[src/sv/quadratic_root_solver_core_defines.svh]
// Assertion macros for the quadratic root solver
`ifndef QUADRATIC_ROOT_SOLVER_CORE_DEFINES_SVH
`define QUADRATIC_ROOT_SOLVER_CORE_DEFINES_SVH
`ifndef ASSERT_OFF
`define QRS_ASSERT(label, clk, rst_n, prop) \
    label: assert property (@(posedge clk) disable iff (!rst_n) prop) else $error("qrs check");
`define QRS_ASSERT_NR(label, clk, prop) \
    label: assert property (@(posedge clk) prop) else $error("qrs check");
`else
`define QRS_ASSERT(label, clk, rst_n, prop)
`define QRS_ASSERT_NR(label, clk, prop)
`endif
`endif

[src/sv/qrs_pkg.sv]
`timescale 1ns / 1ps
`default_nettype none
package qrs_pkg;
    localparam int OUT_BITS = 40;
    typedef enum logic [1:0] {
        ST_OK = 2'd0,
        ST_NEG_DISC = 2'd1,
        ST_ZERO_QUAD = 2'd2
    } status_t;
    typedef struct packed {
        logic    valid;
        status_t status;
    } qrs_ctl_t;
endpackage
`default_nettype wire

[src/sv/qrs_div_stage.sv]
`timescale 1ns / 1ps
`default_nettype none
// One restoring division step for two quotients sharing a divisor.
module qrs_div_stage import qrs_pkg::*; #(
    parameter int NW = 48,
    parameter int DV = 18
) (
    input  wire logic          clk,
    input  wire logic          rst_n,
    input  wire logic          adv,
    input  wire logic          in_valid,
    input  wire logic [DV-1:0] den,
    input  wire logic [NW-1:0] in_n0,
    input  wire logic [DV-1:0] in_r0,
    input  wire logic [NW-1:0] in_n1,
    input  wire logic [DV-1:0] in_r1,
    output logic               out_valid,
    output logic [NW-1:0]      out_n0,
    output logic [DV-1:0]      out_r0,
    output logic [NW-1:0]      out_n1,
    output logic [DV-1:0]      out_r1
);
    logic [DV:0] s0, s1;
    logic [NW-1:0] n0_next, n1_next;
    logic [DV-1:0] r0_next, r1_next;

    // numerator shifts left; quotient bits fill in from the bottom
    always_comb
    begin
        s0 = {in_r0, in_n0[NW-1]};
        s1 = {in_r1, in_n1[NW-1]};
        if (s0 >= {1'b0, den})
        begin
            r0_next = DV'(s0 - {1'b0, den});
            n0_next = {in_n0[NW-2:0], 1'b1};
        end
        else
        begin
            r0_next = s0[DV-1:0];
            n0_next = {in_n0[NW-2:0], 1'b0};
        end
        if (s1 >= {1'b0, den})
        begin
            r1_next = DV'(s1 - {1'b0, den});
            n1_next = {in_n1[NW-2:0], 1'b1};
        end
        else
        begin
            r1_next = s1[DV-1:0];
            n1_next = {in_n1[NW-2:0], 1'b0};
        end
    end

    always_ff @(posedge clk or negedge rst_n)
    begin
        if (!rst_n)
            out_valid <= 1'b0;
        else if (adv)
            out_valid <= in_valid;
    end

    always_ff @(posedge clk)
    begin
        if (adv)
        begin
            out_n0 <= n0_next;
            out_r0 <= r0_next;
            out_n1 <= n1_next;
            out_r1 <= r1_next;
        end
    end
endmodule
`default_nettype wire
[config.mk]
export PLATFORM = sky130hd
export DESIGN_NAME = qrs_div_stage
export DESIGN_NICKNAME = d
export VERILOG_FILES = /design/src/sv/quadratic_root_solver_core_defines.svh /design/src/sv/qrs_pkg.sv /design/src/sv/qrs_div_stage.sv
export SDC_FILE = /design/constraint.sdc
export NUM_CORES = 1
export LEC_CHECK = 0
export ABC_AREA = 0
export BUFFER_PORTS_ARGS = -buffer_cell sky130_fd_sc_hd__buf_2
export CAP_MARGIN = 10
export CORE_MARGIN = 1
export CORE_UTILIZATION = 30
export DETAILED_ROUTE_END_ITERATION = 6
export PLACE_DENSITY_LB_ADDON = 0.05
export SLEW_MARGIN = 30
export SYNTH_ARGS = -nofsm -noshare
export SYNTH_HDL_FRONTEND = slang
export SYNTH_SLANG_ARGS = --single-unit
export TNS_END_PERCENT = 5
[constraint.sdc]
create_clock -name clk -period 0.8 [get_ports clk]
set_input_delay 0.12 -clock clk [delete_from_list [all_inputs] [get_ports clk]]
set_output_delay 0.12 -clock clk [all_outputs]
set_load 0.03 [all_outputs]
==> results.yml, run 1 <==
timing:
  hold_violations: 0
  period_needed_ps: 1970
  finalSetupViolCount: 171
  fin_setup_tns_ps: -77940
  fin_skew_ps: 0
  slew_headroom_pct: 74.4
  max_freq_mhz: 508
  finalCritPeriodShare_pct: 246
  rsz0062_at_grt: "yes"
  finalMaxSlewViolations: 0
  worst_slack_ps: -1170
  worst-slew-pin-transition_ps: 375
routing:
  wire_per_inst_um: 16.2
  drtPass1Iterations: 4
  antenna_left: 0
  viasPerCell: 4.40
  drtIter0Drc: 171
  vias: 5646
  drc_errors: 0
  routed_wl_um: 20800
setup_path:
  cp.arrival_ps: 2140
  crit_top_cell: "buf_4"
  path_max_fanout: 3
  crit_path_end_kind: "flop"
  slowest_delay_ps: 380
  crit_type: "input pin to flop"
  worst_setup_path_start_kind: "input pin"
  critPathSlowestCell: "fa_2"
  required_ps: 970
  cp_cell_sequence: "buf_8 -> clkinvlp_4 -> buf_6 -> fa_2 -> a21o_1 -> a21oi_2 -> buf_4 -> o21bai_1 -> a21oi_1 -> buf_4 -> o31ai_2 -> xor2_1 -> mux2_4"
layout:
  syn2layout_area_growth_pct: 90.7
  final_cell_mix: "146 x buf_2, 144 x buf_6, 138 x buf_4"
  stdcell_area_um2: 12300
  layout_commonest_cell: "buf_2"
  layout.nets: 1186
  fin_util_pct: 58.5
  drive_gt1_share_pct: 56.8
  n_antenna_cell: 0
floorplanning:
  core_area_um2: 21100
  std_cell_rows: 53
  die_h_um: 149
  die_x_um: 149
  initial_core_util_pct: 30.7
  ios: 287
  die_area_um2: 22100
job:
  cap_viol_max_count: 0
status:
  violations: "setup timing"
  status: "finished, violations left"
synthesis:
  yosys_register_bits: 133
  synth_edf_count: 132
  synth_area_per_cell_um2: 14.5
  synth_nets: 637
  ys_seq_area_share_pct: 61.7
  synth_area_um2: 6470
  ys.flop_type: "edfxtp_1"
  yosys_warnings: 0
  synth.distinct_cells: 60
  synth-async-reset-ratio_pct: 0.752
  synthCells: 445
clock_network:
  cts_max_level: 4
  cts_buffers: 17
  clk_latency_ps: 410
  cts_buffer_depth: 2
  clkTransAtPathRegs_ps: 60
  cts_sinks: 133
  tritoncts: "done"
  clock_tree.root_cell: "clkbuf_16"
worst_hold_path:
  hold_path_class: "input pin to flop"
global_routing:
  antenna_found_initial: 1
  grt_pass1_vias: 5994
  grt_pass1_wl_um: 30900
  grt_max_degree: 63
  grt_usage_pct: 18.4
  grt_remaining_overflow: 0
pwr:
  p_total_uw: 24300
  p_per_area_nw_per_um2: 1970
  irDropWorstVdd_uv: 1370
  p_leak_uw: 0.00546
placed_design:
  dp_hpwl_um: 14800
  port-buffer-count: 286
  gp_congestion: 0.821
  placedInstanceArea_um2: 9270
[Yosys cell counts, types with 5 or more instances]
master	n	share of area, %
o21a_1	8	0.93
mux2_2	18	3.1
inv_1	34	2.0
ha_1	36	7.0
nor2_1	22	1.3
nand2_1	18	1.0
a21oi_1	23	1.8
a21o_1	13	1.5
nand3_1	7	0.54
xnor2_1	15	2.0
o21ai_0	11	0.85
nand4_1	6	0.58
o21bai_1	5	0.58
xor2_1	12	1.6
mux2_4	16	3.7
edfxtp_1	132	61
[report_power, final]
group	total [µW]	internal [µW]	switching [µW]	leakage [µW]
Clock	7850	4420	3430	0.000282
Combinational	7600	3970	3630	0.00387
Sequential	8860	8530	323	0.00130
[state kept, by name, indices dropped and copies added, names as in the netlist]
signal / cells
out_n0: 48
out_r1: 18
out_r0: 18
out_valid: 1
out_n1: 48
[cell families after synthesis]
kind of cell               count (synthesis)  synth area share [%]
AOI/OAI and AO/OA                        101                  11.7
xor gates and xnor gates                  27                  3.66
adders and majority gates                 38                  7.59
buffers and inverters                     42                  2.88
DFF                                      133                  61.7
muxes                                     37                  7.31
and+or+nand+nor                           67                  5.13
[final timing paths]
path,slack (ps),endpoint,startpoint,cells after the start
setup / recovery,-1170,out_r0[14],den[1],13
hold / removal,20,out_r0[15],in_r0[14],2
setup reg to reg,40,out_valid,out_valid,1
hold reg to reg,540,out_valid,out_valid,1
max in group asynchronous,140,out_valid,rst_n,3
min in group asynchronous,550,out_valid,rst_n,3
[critical path, delay by kind of cell]
family                     cells  cell delay, ps
adders and majority gates      1             380
xor gates and xnor gates       1             150
muxes                          1             260
AOI/OAI and AO/OA              5             620
buffers and inverters          5             610
[metrics by stage]
step	cells	hold WS, ps	worst slack (ps)
after floorplan	445	-176	-1480
after global placement	1121	-101	-1670
after detailed placement	1121	-99.2	-1710
after CTS	1273	7.85	-1180
after global routing	1282	9.68	-1250
final	1282	23.6	-1170
[metal layers]
layer / GRT usage (%) / vias to the layer above / share of wire [%]
met5: 0 / - / 0.058
met1: 21.6 / 2665 / 41
met2: 34.6 / 167 / 54
met3: 3.67 / 10 / 4.8
met4: 3.67 / 2 / 0.62
li1: - / 2802 / -
[area by class of cell]
class | instances | area (µm²)
Clock inverter | 15 | 160
Multi-Input combinational cell | 272 | 2690
Tap cell | 275 | 344
Inverter | 34 | 146
Fill cell | 1704 | 8750
Clock buffer | 17 | 425
Timing Repair Buffer | 536 | 4580
Sequential cell | 133 | 3990
[timing repair]
action / in CTS / in global routing
hold endpoints to repair: 96 / 0
setup endpoints to repair: 171 / 171
cloned: 4 / 1
resized for setup: 329 / 22
buffers inserted: 19 / 11
hold buffers: 97 / 0
pin swaps: 26 / 19
(Power assumes the default switching activity.)
==> run 2: changes to the inputs <==
Settings changed: CELL_PAD_IN_SITES_DETAIL_PLACEMENT from default to 1, CELL_PAD_IN_SITES_GLOBAL_PLACEMENT from default to 1.
==> results.yml, run 2 (synthesized netlist as in run 1, its figures left out) <==
layout:
  stdcell_area_um2: 12000
  num-fill-cells: 2168
  n_antenna_cell: 0
  fin_util_pct: 57.1
  seqCellArea_um2: 3990
  multi_input_comb_area_um2: 2550
  layout_commonest_cell: "buf_2"
  layout.nets: 1179
  drive_gt1_share_pct: 55.1
  reg_top3: "out_n0: 48 flops, out_n1: 48 flops"
  syn2layout_area_growth_pct: 86.1
  final_cell_mix: "150 x buf_2, 139 x buf_4, 137 x buf_6"
placed_design:
  dp_hpwl_um: 16400
  placedInstanceArea_um2: 9360
  port-buffer-count: 286
  gp_congestion: 0.802
timing:
  finalMaxSlewViolations: 0
  max_freq_mhz: 501
  period_needed_ps: 1990
  rsz0062_at_grt: "yes"
  fin_skew_ps: 0
  whs_ps: 23.4
  finalSetupViolCount: 171
  slew_headroom_pct: 72.6
  hold_violations: 0
  finalCritPeriodShare_pct: 249
  worst_slack_ps: -1190
  worst-slew-pin-transition_ps: 406
global_routing:
  antenna_found_initial: 0
  grt_pass1_wl_um: 35000
  grt_max_degree: 30
  grt_remaining_overflow: 0
  grt_usage_pct: 21.3
  grt_pass1_vias: 6438
routing:
  viasPerCell: 4.51
  drtIter0Drc: 167
  routed_wl_um: 23400
  wire_per_inst_um: 18.4
  drc_errors: 0
  antenna_left: 0
  vias: 5747
  drtPass1Iterations: 6
floorplanning:
  std_cell_rows: 53
  die_h_um: 149
  initial_core_util_pct: 30.7
  core_area_um2: 21100
  die_x_um: 149
  die_area_um2: 22100
  ios: 287
clock_network:
  cts_buffers: 17
  cts_sinks: 133
  tritoncts: "done"
  cts_max_level: 4
  clock_tree.root_cell: "clkbuf_16"
  cts_buffer_depth: 2
  clkTransAtPathRegs_ps: 70
  clk_latency_ps: 410
worst_hold_path:
  holdCritStartpoint: "in_r1[14]"
  min_path_cells: 2
  hold_path_class: "input pin to flop"
setup_path:
  worst_setup_path_start_kind: "input pin"
  required_ps: 970
  r2r_start: "out_valid"
  crit_type: "input pin to flop"
  path_max_fanout: 3
  cp-startpoint: "den[7]"
  crit_path_end_kind: "flop"
  cp.arrival_ps: 2170
  rr_worst_depth: 1
pwr:
  irDropWorstVdd_uv: 1260
  p_per_area_nw_per_um2: 2020
  p_leak_uw: 0.00535
status:
  status: "finished, violations left"
  violations: "setup timing"
job:
  cap_viol_max_count: 0
## run 2: cell types whose count changed in the layout (fill, tap and decap cells not counted), sizes merged
cell / before / now
bufinv: 1 / 2
clkinv: 3 / 1
inv: 42 / 41
clkinvlp: 3 / 4
buf: 438 / 432
## run 2: worst max-delay path, stage by stage
cell and delay (ps):
buf_2 70, inv_1 60, ha_1 340, buf_4 160
a21o_1 190, a21o_1 170, a21oi_1 270, o311a_1 270
o31ai_4 100, xor2_1 150, mux2_4 260
## run 2: metal layers
metal	up-vias	GRT usage (%)	share of wire [%]
met5	-	0	0
met4	0	5.87	0.98
met3	15	3.85	4.6
met1	2764	24.7	41
met2	177	39.8	54
li1	2791	-	-
## run 2: path summary, 6_finish.rpt
path | end | slack (ps)
worst max-delay path | out_r0[14] | -1190
worst min-delay path | out_r1[15] | 20
worst max register to register | out_valid | 10
worst min register to register | out_valid | 580
max in group asynchronous | out_valid | 100
min in group asynchronous | out_valid | 580
## run 2: power by group
part | switching, µW | total (µW) | internal [µW] | leakage (µW)
registers | 344 | 8880 | 8540 | 0.00130
logic | 3650 | 7420 | 3770 | 0.00376
clock network | 3350 | 8020 | 4680 | 0.000280
total | 7340 | 24300 | 17000 | 0.00535
## run 2: stage by stage
| step | worst slack, ps | instances | setup TNS (ps) | power [µW] |
|---|---|---|---|---|
| after floorplan | -1480 | 445 | -52450 | 12200 |
| after global placement | -1690 | 1135 | -73100 | 14700 |
| after detailed placement | -1720 | 1135 | -76150 | 14800 |
| after CTS | -1190 | 1274 | -81960 | 24400 |
| after global routing | -1270 | 1275 | -86980 | 25300 |
| final | -1190 | 1275 | -78990 | 24300 |
## run 2: layout make-up
class | count | area share (%)
tap | 275 | 2.86
multi-input combinational | 272 | 21.2
inverter | 34 | 1.11
timing repair buffer | 529 | 36.8
clock inverter | 14 | 1.34
sequential | 133 | 33.2
clock buffer | 18 | 3.57
## run 2: what timing repair did
item | CTS | global route
hold buffers | 97 | 0
gates cloned | 2 | 0
endpoints found under the setup margin | 171 | 172
resized for setup | 295 | 10
setup buffers | 8 | 1
pin swaps | 25 | 5
endpoints found under the hold margin | 97 | 0
