<file path="src/sv/quadratic_root_solver_core_defines.svh">
// Assertion macros for the quadratic root solver
`ifndef QUADRATIC_ROOT_SOLVER_CORE_DEFINES_SVH
`define QUADRATIC_ROOT_SOLVER_CORE_DEFINES_SVH
`ifndef ASSERT_OFF
`define QRS_ASSERT(label, clk, rst_n, prop) \
    label: assert property (@(posedge clk) disable iff (!rst_n) prop) else $error("qrs check");
`define QRS_ASSERT_NR(label, clk, prop) \
    label: assert property (@(posedge clk) prop) else $error("qrs check");
`else
`define QRS_ASSERT(label, clk, rst_n, prop)
`define QRS_ASSERT_NR(label, clk, prop)
`endif
`endif

</file>
<file path="src/sv/qrs_pkg.sv">
`timescale 1ns / 1ps
`default_nettype none
package qrs_pkg;
    localparam int OUT_BITS = 40;
    typedef enum logic [1:0] {
        ST_OK = 2'd0,
        ST_NEG_DISC = 2'd1,
        ST_ZERO_QUAD = 2'd2
    } status_t;
    typedef struct packed {
        logic    valid;
        status_t status;
    } qrs_ctl_t;
endpackage
`default_nettype wire

</file>
<file path="src/sv/qrs_sqrt_stage.sv">
`timescale 1ns / 1ps
`default_nettype none
// One restoring square root step per call, registered when the pipe advances.
module qrs_sqrt_stage import qrs_pkg::*; #(
    parameter int RW = 32,
    parameter int DW = 48
) (
    input  wire logic          clk,
    input  wire logic          rst_n,
    input  wire logic          adv,
    input  wire logic          in_valid,
    input  wire logic [DW-1:0] in_rad,
    input  wire logic [RW-1:0] in_root,
    input  wire logic [RW+1:0] in_rem,
    output logic               out_valid,
    output logic [DW-1:0]      out_rad,
    output logic [RW-1:0]      out_root,
    output logic [RW+1:0]      out_rem
);
    logic [RW+1:0] rem_sh;
    logic [RW+1:0] trial;
    logic [RW-1:0] root_next;
    logic [RW+1:0] rem_next;

    always_comb
    begin
        rem_sh = {in_rem[RW-1:0], in_rad[DW-1 -: 2]};
        trial  = {in_root, 2'b01};
        if (rem_sh >= trial)
        begin
            rem_next  = rem_sh - trial;
            root_next = {in_root[RW-2:0], 1'b1};
        end
        else
        begin
            rem_next  = rem_sh;
            root_next = {in_root[RW-2:0], 1'b0};
        end
    end

    always_ff @(posedge clk or negedge rst_n)
    begin
        if (!rst_n)
            out_valid <= 1'b0;
        else if (adv)
            out_valid <= in_valid;
    end

    always_ff @(posedge clk)
    begin
        if (adv)
        begin
            out_rad  <= {in_rad[DW-3:0], 2'b00};
            out_root <= root_next;
            out_rem  <= rem_next;
        end
    end
endmodule
`default_nettype wire

</file>
<file path="config.mk">
export PLATFORM = sky130hd
export DESIGN_NAME = qrs_sqrt_stage
export DESIGN_NICKNAME = d
export VERILOG_FILES = /design/src/sv/quadratic_root_solver_core_defines.svh /design/src/sv/qrs_pkg.sv /design/src/sv/qrs_sqrt_stage.sv
export SDC_FILE = /design/constraint.sdc
export NUM_CORES = 1
export LEC_CHECK = 0
export ABC_AREA = 1
export BUFFER_PORTS_ARGS = -buffer_cell sky130_fd_sc_hd__buf_4
export CAP_MARGIN = 0
export CORE_MARGIN = 2
export CORE_UTILIZATION = 54
export DETAILED_ROUTE_END_ITERATION = 8
export HOLD_SLACK_MARGIN = 0.15
export PLACE_DENSITY = 0.84
export SLEW_MARGIN = 10
export SYNTH_ARGS = -nofsm -noshare
export SYNTH_HDL_FRONTEND = slang
export SYNTH_SLANG_ARGS = --single-unit
</file>
<file path="constraint.sdc">
create_clock -name clk -period 1.63 [get_ports clk]
set_input_delay 0.0815 -clock clk [delete_from_list [all_inputs] [get_ports clk]]
set_output_delay 0.0815 -clock clk [all_outputs]
set_load 0.1 [all_outputs]
</file>
==> metrics.cfg, run 1 <==
[status]
status=did not finish
haltStage=5_1_grt
firstError=[ERROR DPL-0038] Utilization greater than 100%, impossible to legalize

[clock_network]
cts_max_level=4
cts.sinks=113
numCtsBuffers=17
cts_root_buffer=clkbuf_16
cts_buffer_depth=2

[die]
rows=40
initial_core_util_pct=54.8
ios=233
die_w_um=114
die_h_um=114

[yosys]
ys_ff_latch=113
netlist_instances=739
synth_largest_area_cell=edfxtp_1
ys_warn_count=0
ys_seq_area_share_pct=52.1
yosysUniqueCellTypes=34
syn_area_per_cell_um2=8.80
synth.area.top_cells=edfxtp_1, nand2_1, inv_1
synth_top_area_share_pct=51.7
syn_area_um2=6500

[placement]
placed_cells=1214
place_hpwl_um=16900
gp_congestion=0.935
io_buffers=228
pre_cts_ws_ns=-0.498

[global_routing]
grt_max_degree=37

==> repair_timing <==
action / 4_1_cts
buffers inserted: 0
hold buffers: 115
pin swaps: 1
endpoints found under the setup margin: 33
resized for setup: 7
endpoints found under the hold margin: 128
==> logic make-up after synthesis <==
family | count (synthesis) | synth area share (%)
xor+xnor | 17 | 2.29
other cells | 1 | 0.0577
compound gates | 48 | 4.02
simple gates | 396 | 26.3
fa+ha+maj | 34 | 6.54
buf+inv | 129 | 8.52
mux | 1 | 0.173
flops | 113 | 52.1
==> Yosys cell counts, drive strengths merged <==
cell type,number
a21boi,1
a21o,2
a21oi,30
and2,1
buf,8
conb,1
dfrtp,1
edfxtp,112
ha,34
inv,121
mux2,1
nand2,283
nand3,34
nand3b,9
nand4,8
nor2,54
nor3,4
nor3b,1
nor4,2
o21a,1
o21ai,11
o21bai,3
xnor2,4
xor2,13
==> metrics by stage <==
step / instance area [µm²] / util [%]
floorplan: 6990 / -
global placement: 9640 / 81.3
detailed placement: 9640 / 81.3
CTS: 11500 / 96.6
==> inputs of run 2 (changes only) <==
--- a/config.mk
+++ b/config.mk
@@ -9,10 +9,9 @@
 export BUFFER_PORTS_ARGS = -buffer_cell sky130_fd_sc_hd__buf_4
 export CAP_MARGIN = 0
 export CORE_MARGIN = 2
-export CORE_UTILIZATION = 54
+export CORE_UTILIZATION = 40
 export DETAILED_ROUTE_END_ITERATION = 8
-export HOLD_SLACK_MARGIN = 0.15
-export PLACE_DENSITY = 0.84
+export PLACE_DENSITY_LB_ADDON = 0.15
 export SLEW_MARGIN = 10
 export SYNTH_ARGS = -nofsm -noshare
 export SYNTH_HDL_FRONTEND = slang
==> run 2 against run 1 <==
The flow now finishes without violations. Synthesized cell count unchanged. Area after synthesis unchanged.
==> metrics.cfg, run 2 <==
[route]
drcViolationCount=0
antenna_left=0
drt_wl_total_um=21700
drt-initial-drc-count=338
firstDrtPassIters=5
drt-vias-per-instance=4.58
vias=6459
avgRoutedWirePerCell_um=15.4

[yosys]
netlist_instances=739  ; unchanged
ys_seq_area_share_pct=52.1  ; unchanged
synth_top_area_share_pct=51.7  ; unchanged
yosysMostFrequentCell=nand2_1
ys_warn_count=0  ; unchanged
synth_top_cells_by_count=nand2_1, inv_1, edfxtp_1
syn_area_um2=6500  ; unchanged
syn_area_per_cell_um2=8.80  ; unchanged
synth.area.top_cells=edfxtp_1, nand2_1, inv_1
ys_ff_latch=113  ; unchanged
ys_async_sr_fraction_pct=0.885  ; unchanged
synth_ff_type=edfxtp_1
synth_edf_count=112  ; unchanged
yosysUniqueCellTypes=34  ; unchanged
synth_largest_area_cell=edfxtp_1

[placement]
placed_cells=1279  ; +5.4%
pre_cts_ws_ns=-0.429  ; +0.0691 ns
gp_congestion=0.924  ; -1.1%
place_hpwl_um=15100  ; -11%
io_buffers=228  ; unchanged

[critical_path]
slowest_delay_ns=0.29
endpoint_kind=register
cpMostUsedCell=nand2_1
crit_arrival_ns=1.70
cp_max_fo=4
r2r_cells=1
slowest_stage=ha_4
critPathKind=primary input to register
crit_buf_inv=2
worst_setup_path_start_kind=primary input
r2r_end=out_valid
crit_chain=buf_4, inv_1, ha_4, nand2_1, nor2_1, nand2_1, nand2_1, nand2_1, nand2_1, nand3_1, nand2_1, nand2_1, nand3_1, nand2_1
r2r_slack_ns=0.86
required_ns=1.81
critPathTopFamily=simple AND/OR/NAND/NOR gates
r2r_start=out_valid

[cells_and_area]
regMostFlops=out_rad
final_common_cell=buf_4
stdcell_count=1410
num-nets-final=1333
fill_cells=1246
final_cell_mix=buf_4, nand2_1, inv_1
drive_gt1_share_pct=39.3
syn2layout_area_growth_pct=74.4
reg_top3=out_rad x46, out_rem x34, out_root x32
final_util_pct=71.4
largest_reg_flops=46
diodes=0

[clock_network]
cts_max_level=4  ; unchanged
cts_root_buffer=clkbuf_16
cts.sinks=113  ; unchanged
cts_tree=built
numCtsBuffers=17  ; unchanged
clkSlewWorstSetupHoldPaths_ns=0.06
cts_buffer_depth=2  ; unchanged
clk_latency_ns=0.41

[die]
die_w_um=132  ; +16%
coreArea_um2=15900
initial_core_util_pct=40.9  ; -14 points
rows=46  ; +15%
ios=233  ; unchanged
dieArea_um2=17300
die_h_um=132  ; +16%

[timing]
drv_slew=0
setup_tns_ns=0
hold_viol_final=0
fin_skew_ns=0
setup_slack_ns=0.110
finalSetupViolCount=0
post-route-period-util_pct=93.2
clock.fmax_mhz=658
finalWorstPathRequiredPeriod_ns=1.52

[status]
status=finished clean

[min_path]
whs_path_depth=4
worstHoldStart=in_rem[19]
hold_path_end=out_rem[21]
min_path_type=primary input to register

[job]
maxCapViolations=0

[power_and_ir_drop]
ir_drop_uv=684
p_total_uw=12100
p_leak_uw=0.00545
power_density_nw_per_um2=1070

[global_routing]
grt_pass1_vias=6641
grt_use_total_pct=25.6
grt-ovfl-total=0
grt_pass1_wl_um=34700
grt_max_degree=53
antenna_found_initial=0

run 2: cell counts after synthesis:
No cell type changed its count.
run 2: cells by family after synthesis:
| family | Yosys count | share of synthesized area [%] |
|---|---|---|
| other cells | 1 | 0.0577 |
| xor+xnor | 17 | 2.29 |
| simple gates | 396 | 26.3 |
| flops | 113 | 52.1 |
| compound gates | 48 | 4.02 |
| fa+ha+maj | 34 | 6.54 |
| buf+inv | 129 | 8.52 |
| mux | 1 | 0.173 |
run 2: tightest hold or removal path: cells and delay by family:
kind | cells | cell delay (ns)
buffers and inverters | 2 | 0.20
and+or+nand+nor | 2 | 0.09
run 2: power breakdown:
part           switching, µW  internal, µW
clock                   1450          2270
sequential              94.6          3550
combinational           3310          1440
total                   4860          7260
run 2: what timing repair did:
action / CTS / global route
hold buffers: 97 / 0
setup endpoints to repair: 1 / 34
pin swaps: 0 / 5
gates resized for setup: 1 / 28
setup buffers: 0 / 2
hold endpoints to repair: 96 / 0
run 2: cell type report:
type                            count  area (µm²)  share of cell area [%]
Tap cell                          216         270                    2.38
Timing Repair Buffer              430        3520                    31.0
Clock inverter                     14         159                    1.40
Inverter                          121         467                    4.11
Sequential cell                   113        3390                    29.9
Clock buffer                       18         429                    3.78
Multi-Input combinational cell    498        3110                    27.4
run 2: layer usage:
metal | global-route usage (%) | wire [µm] | vias to the layer above
li1 | - | - | 3268
met1 | 31.1 | 9310 | 2954
met2 | 45.8 | 10800 | 216
met3 | 5.56 | 1250 | 21
met4 | 6.82 | 285 | 0
met5 | 0 | 0 | -
run 2: metrics by stage:
step | hold slack, ns | cell area (µm²)
floorplan | -0.214 | 6990
global placement | -0.143 | 9700
detailed placement | -0.143 | 9700
CTS | 0.0267 | 11300
global route | 0.0474 | 11300
finish | 0.0434 | 11300
run 2: how the worst max path moves through the flow:
stage           startpoint           to  slack [ns]  depth (start not counted)
2_1_floorplan  in_root[21]  out_rem[25]       0.003                         14
5_1_grt        in_root[15]   out_rem[1]      -0.001                         16
4_1_cts        in_root[23]  out_rem[19]        0.07                         12
6_report        in_root[3]  out_rem[31]        0.11                         14
3_5_place_dp   in_root[23]  out_rem[19]       -0.43                         12
3_3_place_gp   in_root[23]  out_rem[19]       -0.36                         12
No activity file was read; power rests on OpenSTA's default activity.
==> inputs of run 3 (changes only) <==
--- a/config.mk
+++ b/config.mk
@@ -12,6 +12,7 @@
 export CORE_UTILIZATION = 40
 export DETAILED_ROUTE_END_ITERATION = 8
 export PLACE_DENSITY_LB_ADDON = 0.15
+export RECOVER_POWER = 25
 export SLEW_MARGIN = 10
 export SYNTH_ARGS = -nofsm -noshare
 export SYNTH_HDL_FRONTEND = slang
==> constraint.sdc (replaced) <==
create_clock -name clk -period 1.5 [get_ports clk]
set_input_delay 0.075 -clock clk [delete_from_list [all_inputs] [get_ports clk]]
set_output_delay 0.075 -clock clk [all_outputs]
set_load 0.01 [all_outputs]
==> run 3 against run 2 <==
The flow now finishes with violations (setup timing). Wire length grew 3.0%. Design area grew 3.2%. Global-route usage shrank 0.092 points. Critical endpoint is now out_rem[29].
==> metrics.cfg, run 3 (same netlist as run 2, synthesis figures left out) <==
[timing]
hold_viol_final=0  ; unchanged
drv_slew=0  ; unchanged
slew_headroom_pct=33.2
rsz0062_at_grt=true
finalWorstPathRequiredPeriod_ns=1.51
clock.fmax_mhz=661
fin_skew_ns=0  ; unchanged
tightest_slew_ns=1.00
finalSetupViolCount=1  ; +1
setup_slack_ns=-0.0140  ; -0.124 ns
post-route-period-util_pct=101

[critical_path]
critPathKind=primary input to register
endpoint_kind=register
worst_setup_path_start_kind=primary input
r2r_cells=1  ; unchanged
cp_max_fo=3  ; -1
crit_arrival_ns=1.69  ; about the same
r2r_slack_ns=0.69  ; -0.17 ns
r2r_start=out_valid
r2r_end=out_valid
required_ns=1.68  ; -0.13 ns

[route]
vias=6540  ; +1.3%
drt-vias-per-instance=4.63  ; +1.0%
avgRoutedWirePerCell_um=15.8  ; +2.8%
antenna_left=0  ; unchanged
drcViolationCount=0  ; unchanged
drt-initial-drc-count=374  ; +11%
drt_wl_total_um=22300  ; +3.0%
firstDrtPassIters=5  ; unchanged

[power_and_ir_drop]
p_total_uw=11700  ; -3.7%
p_leak_uw=0.00558  ; +2.3%
ir_drop_uv=789  ; +15%
power_density_nw_per_um2=997  ; -6.6%

[cells_and_area]
final_common_cell=buf_4
regMostFlops=out_rad
reg_top3=out_rad x46, out_rem x34, out_root x32
fill_cells=1192  ; -4.3%
final_cell_mix=buf_4, nand2_1, edfxtp_1
drive_gt1_share_pct=45.6  ; +6.3 points
diodes=0  ; unchanged
final_cell_area_um2=11700  ; +3.2%
num-nets-final=1336  ; +0.23%
final_util_pct=73.7  ; +2.3 points
syn2layout_area_growth_pct=80.0
largest_reg_flops=46  ; unchanged

[die]
die_w_um=132  ; unchanged
die_h_um=132  ; unchanged
coreArea_um2=15900  ; unchanged
initial_core_util_pct=40.9  ; unchanged
dieArea_um2=17300  ; unchanged
ios=233  ; unchanged
rows=46  ; unchanged

[clock_network]
cts_root_buffer=clkbuf_16
cts.sinks=113  ; unchanged
cts_tree=built
cts_buffer_depth=2  ; unchanged
clkSlewWorstSetupHoldPaths_ns=0.06  ; about the same
clk_latency_ns=0.41  ; about the same
cts_max_level=4  ; unchanged
numCtsBuffers=17  ; unchanged

[placement]
postPlaceCellArea_um2=9790  ; +0.99%
pre_cts_ws_ns=-0.571  ; -0.141 ns
io_buffers=228  ; unchanged
gp_congestion=0.925  ; +0.12%
place_hpwl_um=15300  ; +1.0%

[min_path]
whs_path_depth=4  ; unchanged
min_path_type=primary input to register
hold_path_end=out_rem[29]
worstHoldStart=in_rem[27]

[global_routing]
grt_max_degree=74  ; +40%
grt_pass1_vias=6633  ; -0.12%
antenna_found_initial=0  ; unchanged
grt_pass1_wl_um=34700  ; about the same
grt_use_total_pct=25.5  ; -0.092 points
grt-ovfl-total=0  ; unchanged

[job]
maxCapViolations=0  ; unchanged

[status]
violations=setup timing
status=complete, but fails checks

-- run 3: changes by cell type in the layout (fill, tap and decap cells not counted), sizes merged --
cell,previous run,this run
bufinv,2,4
clkbuf,18,24
clkinv,6,8
dlygate4sd3,97,94
buf,333,332
clkinvlp,4,1
-- run 3: report_power, final --
group,total [µW],internal (µW),switching [µW]
registers,3960,3860,106
logic,3320,1660,1660
clock network,4390,2800,1590
total,11700,8320,3350
-- run 3: worst max path at each step --
stage,startpoint,to,slack (ns),cells past startpoint
after floorplan,in_root[14],out_rem[25],-0.10,14
after global placement,in_root[25],out_rem[24],-0.53,12
after detailed placement,in_root[25],out_rem[24],-0.57,12
after CTS,in_root[25],out_rem[24],0.002,12
after global routing,in_root[9],out_rem[30],-0.06,14
final,in_root[18],out_rem[29],-0.01,12
-- run 3: repair_timing --
action                     CTS  global route
setup endpoints to repair   35            34
pin swaps                    1            14
cloned                       0             2
gates resized for setup      3            82
buffers inserted             0             6
hold endpoints to repair    93             0
hold buffers                94             0
-- run 3: routing by layer --
metal / share of wire [%] / track usage [%]
met1: 41 / 30.5
met2: 51 / 45.1
met3: 5.9 / 5.79
met4: 2.3 / 8.70
met5: 0 / 0
-- run 3: layout make-up --
| cell class | count | area (µm²) | area share, % |
|---|---|---|---|
| Clock buffer | 17 | 425 | 3.63 |
| Clock inverter | 15 | 209 | 1.78 |
| Inverter | 121 | 493 | 4.21 |
| Multi-Input combinational cell | 498 | 3380 | 28.8 |
| Sequential cell | 113 | 3390 | 28.9 |
| Tap cell | 216 | 270 | 2.31 |
| Timing Repair Buffer | 433 | 3540 | 30.3 |
-- run 3: through the flow --
stage	instances	setup TNS (ns)	hold slack [ns]
floorplan	740	-2.95	-0.221
global placement	1279	-16.99	-0.150
detailed placement	1279	-18.68	-0.149
CTS	1405	0	0.0238
global route	1413	-0.854	0.00597
finish	1413	-0.0140	0.0145
-- run 3: critical path, cell delays in order --
cell      delay, ns
buf_4          0.13
inv_4          0.05
ha_4           0.20
buf_4          0.14
a21oi_1        0.21
nand2_1        0.11
a21oi_1        0.30
nor2_1         0.09
nor2_1         0.14
nand3b_1       0.09
nand3_1        0.10
nand2_1        0.06
==> inputs of run 4 (changes only) <==
--- a/config.mk
+++ b/config.mk
@@ -11,6 +11,7 @@
 export CORE_MARGIN = 2
 export CORE_UTILIZATION = 40
 export DETAILED_ROUTE_END_ITERATION = 8
+export GPL_TIMING_DRIVEN = 0
 export PLACE_DENSITY_LB_ADDON = 0.15
 export RECOVER_POWER = 25
 export SLEW_MARGIN = 10
==> run 4 against run 3 <==
The flow still finishes with violations (setup timing). Sequential power about the same. Power fell by 1.2%. Worst setup slack worse by 0.0042 ns. Maximum frequency decreased by 0.28%. Critical path depth rose by 3. Wire length down 3.2%. Non-clock buffer count is 61 lower. Design area is 3.5% lower. Hold slack gained 0.074 ns. Final cell count is 4.3% lower. First-iteration DRC count is 0.80% higher.
==> metrics.cfg, run 4 (same netlist as run 2, synthesis figures left out) <==
[status]
status=complete, but fails checks
violations=setup timing

[power_and_ir_drop]
clockPowerShare_pct=38.9  ; +1.3 points
p_leak_uw=0.00526  ; -5.8%
ir_drop_uv=744  ; -5.8%
pwr-share-seq_pct=34.3  ; +0.3 points
netSwitchingPower_uw=3310  ; -1.2%
p_int_uw=8220  ; -1.3%
p_comb_share_pct=26.8  ; -1.6 points
power_density_nw_per_um2=1020  ; +2.4%
netSwitchingFraction_pct=28.7  ; about the same

[timing]
slew_headroom_pct=25.9  ; -7.3 points
drv_slew=0  ; unchanged
tightest_slew_ns=1.11  ; +0.110 ns
post-route-period-util_pct=101  ; +0.28 points
setup_tns_ns=-0.0182  ; -0.00420 ns
finalWorstPathRequiredPeriod_ns=1.52  ; +0.00420 ns
clock.fmax_mhz=659  ; -0.28%
setup_slack_ns=-0.0182  ; -0.00420 ns
hold_viol_final=0  ; unchanged
fin_skew_ns=0  ; unchanged
finalSetupViolCount=1  ; unchanged
rsz0062_at_grt=true

[cells_and_area]
num-nets-final=1275  ; -4.6%
regMostFlops=out_rad
fill_cells=1243  ; +4.3%
reg_top3=out_rad x46, out_rem x34, out_root x32
ff_latch_area_um2=3390  ; unchanged
syn2layout_area_growth_pct=73.7
multi_input_area_um2=3360  ; -0.44%
final_cell_area_um2=11300  ; -3.5%
final_cell_mix=nand2_1, buf_4, dlygate4sd3_1
drive_gt1_share_pct=40.5  ; -5.1 points
stdcell_count=1352  ; -4.3%
diodes=0  ; unchanged
final_common_cell=nand2_1
largest_reg_flops=46  ; unchanged

[critical_path]
worst_setup_path_start_kind=primary input
endpoint_kind=register
critPathTopFamily=simple AND/OR/NAND/NOR gates
slowest_stage=ha_4
cp_max_fo=10  ; +7
crit_buf_inv=4  ; +1
crit_chain=buf_4, inv_4, ha_4, nand2_4, nor2_4, nand2_4, nor2_4, nand4_1, nand2_2, nor2_4, nand2_8, inv_8, buf_12, nand2_2, nand2_1
slowest_delay_ns=0.31  ; about the same
critPathKind=primary input to register
cpMostUsedCell=nor2_4
required_ns=1.67  ; about the same
crit_arrival_ns=1.68  ; about the same

[job]
maxCapViolations=0  ; unchanged

[clock_network]
cts_max_level=4  ; unchanged
cts.sinks=113  ; unchanged
clkSlewWorstSetupHoldPaths_ns=0.06  ; about the same
cts_buffer_depth=2  ; unchanged
clk_latency_ns=0.42  ; about the same
cts_tree=built
cts_root_buffer=clkbuf_16
numCtsBuffers=17  ; unchanged

[die]
ios=233  ; unchanged
dieArea_um2=17300  ; unchanged
rows=46  ; unchanged
die_w_um=132  ; unchanged
die_h_um=132  ; unchanged
initial_core_util_pct=40.9  ; unchanged
coreArea_um2=15900  ; unchanged

[placement]
postPlaceCellArea_um2=9070  ; -7.4%
placed_cells=1184  ; -7.4%
gp_congestion=0.898  ; -2.9%
place_hpwl_um=14600  ; -4.2%
io_buffers=228  ; unchanged

[route]
drcViolationCount=0  ; unchanged
drt-vias-per-instance=4.67  ; +0.92%
drt-initial-drc-count=377  ; +0.80%
avgRoutedWirePerCell_um=16.0  ; +1.2%
drt_wl_total_um=21600  ; -3.2%
vias=6315  ; -3.4%
antenna_left=0  ; unchanged
firstDrtPassIters=5  ; unchanged

[global_routing]
grt_max_degree=114  ; +54%
grt-ovfl-total=0  ; unchanged
antenna_found_initial=0  ; unchanged
grt_pass1_wl_um=33900  ; -2.2%
grt_use_total_pct=25.1  ; -0.35 points
grt_pass1_vias=6396  ; -3.6%

[min_path]
min_path_type=primary input to register

run 4: per-stage QoR:
stage / hold WS (ns) / power (µW) / setup WS [ns] / utilization [%]
after floorplan: -0.221 / 5450 / -0.102 / -
after global placement: -0.149 / 6580 / -0.880 / 57.1
after detailed placement: -0.146 / 6610 / -0.892 / 57.1
after CTS: -0.138 / 11400 / -0.0154 / 68.8
after global routing: 0.124 / 12000 / -0.0938 / 71.1
final: 0.0881 / 11500 / -0.0182 / 71.1
run 4: power by group through the flow:
stage / logic (µW) / clock network, µW / registers [µW]
2_1_floorplan: 1280 / 0 / 4170
3_5_place_dp: 2610 / 0 / 4000
4_1_cts: 2920 / 4520 / 3940
6_report: 3100 / 4480 / 3950
5_1_grt: 3360 / 4660 / 3980
3_3_place_gp: 2580 / 0 / 4000
run 4: path summary, 6_finish.rpt:
kind / start / to / slack [ns] / cells past startpoint
max: in_root[21] / out_rem[26] / -0.02 / 15
min: in_rad[47] / out_rem[1] / 0.09 / 3
max reg2reg: out_valid / out_valid / 0.75 / 1
min reg2reg: out_valid / out_valid / 0.53 / 1
max in group asynchronous: rst_n / out_valid / 0.91 / 3
min in group asynchronous: rst_n / out_valid / 0.49 / 3
run 4: tightest hold or removal path: stages:
cell and delay (ns):
buf_4 0.08, inv_1 0.07, o21ai_0 0.16
run 4: area by class of cell:
| class | count | area share [%] |
|---|---|---|
| Buffer | 8 | 0.997 |
| Timing Repair Buffer | 364 | 26.9 |
| Clock buffer | 18 | 3.89 |
| Multi-Input combinational cell | 498 | 29.8 |
| Inverter | 121 | 4.29 |
| Sequential cell | 113 | 30.0 |
| Tap cell | 216 | 2.39 |
| Clock inverter | 14 | 1.82 |
run 4: metal layers:
metal | vias to the layer above | share of wire (%) | routed length [µm] | track usage, %
li1 | 3154 | - | - | -
met1 | 2889 | 41 | 8930 | 30.6
met2 | 247 | 50 | 10900 | 44.7
met3 | 25 | 6.8 | 1460 | 5.44
met4 | 0 | 1.6 | 346 | 7.31
met5 | - | 0 | 0 | 0
run 4: timing repair:
action	4_1_cts	5_1_grt
buffers inserted	6	16
endpoints found under the hold margin	111	2
hold buffers	111	2
gates cloned	0	1
setup endpoints to repair	32	34
pin swaps	4	20
gates resized for setup	17	59
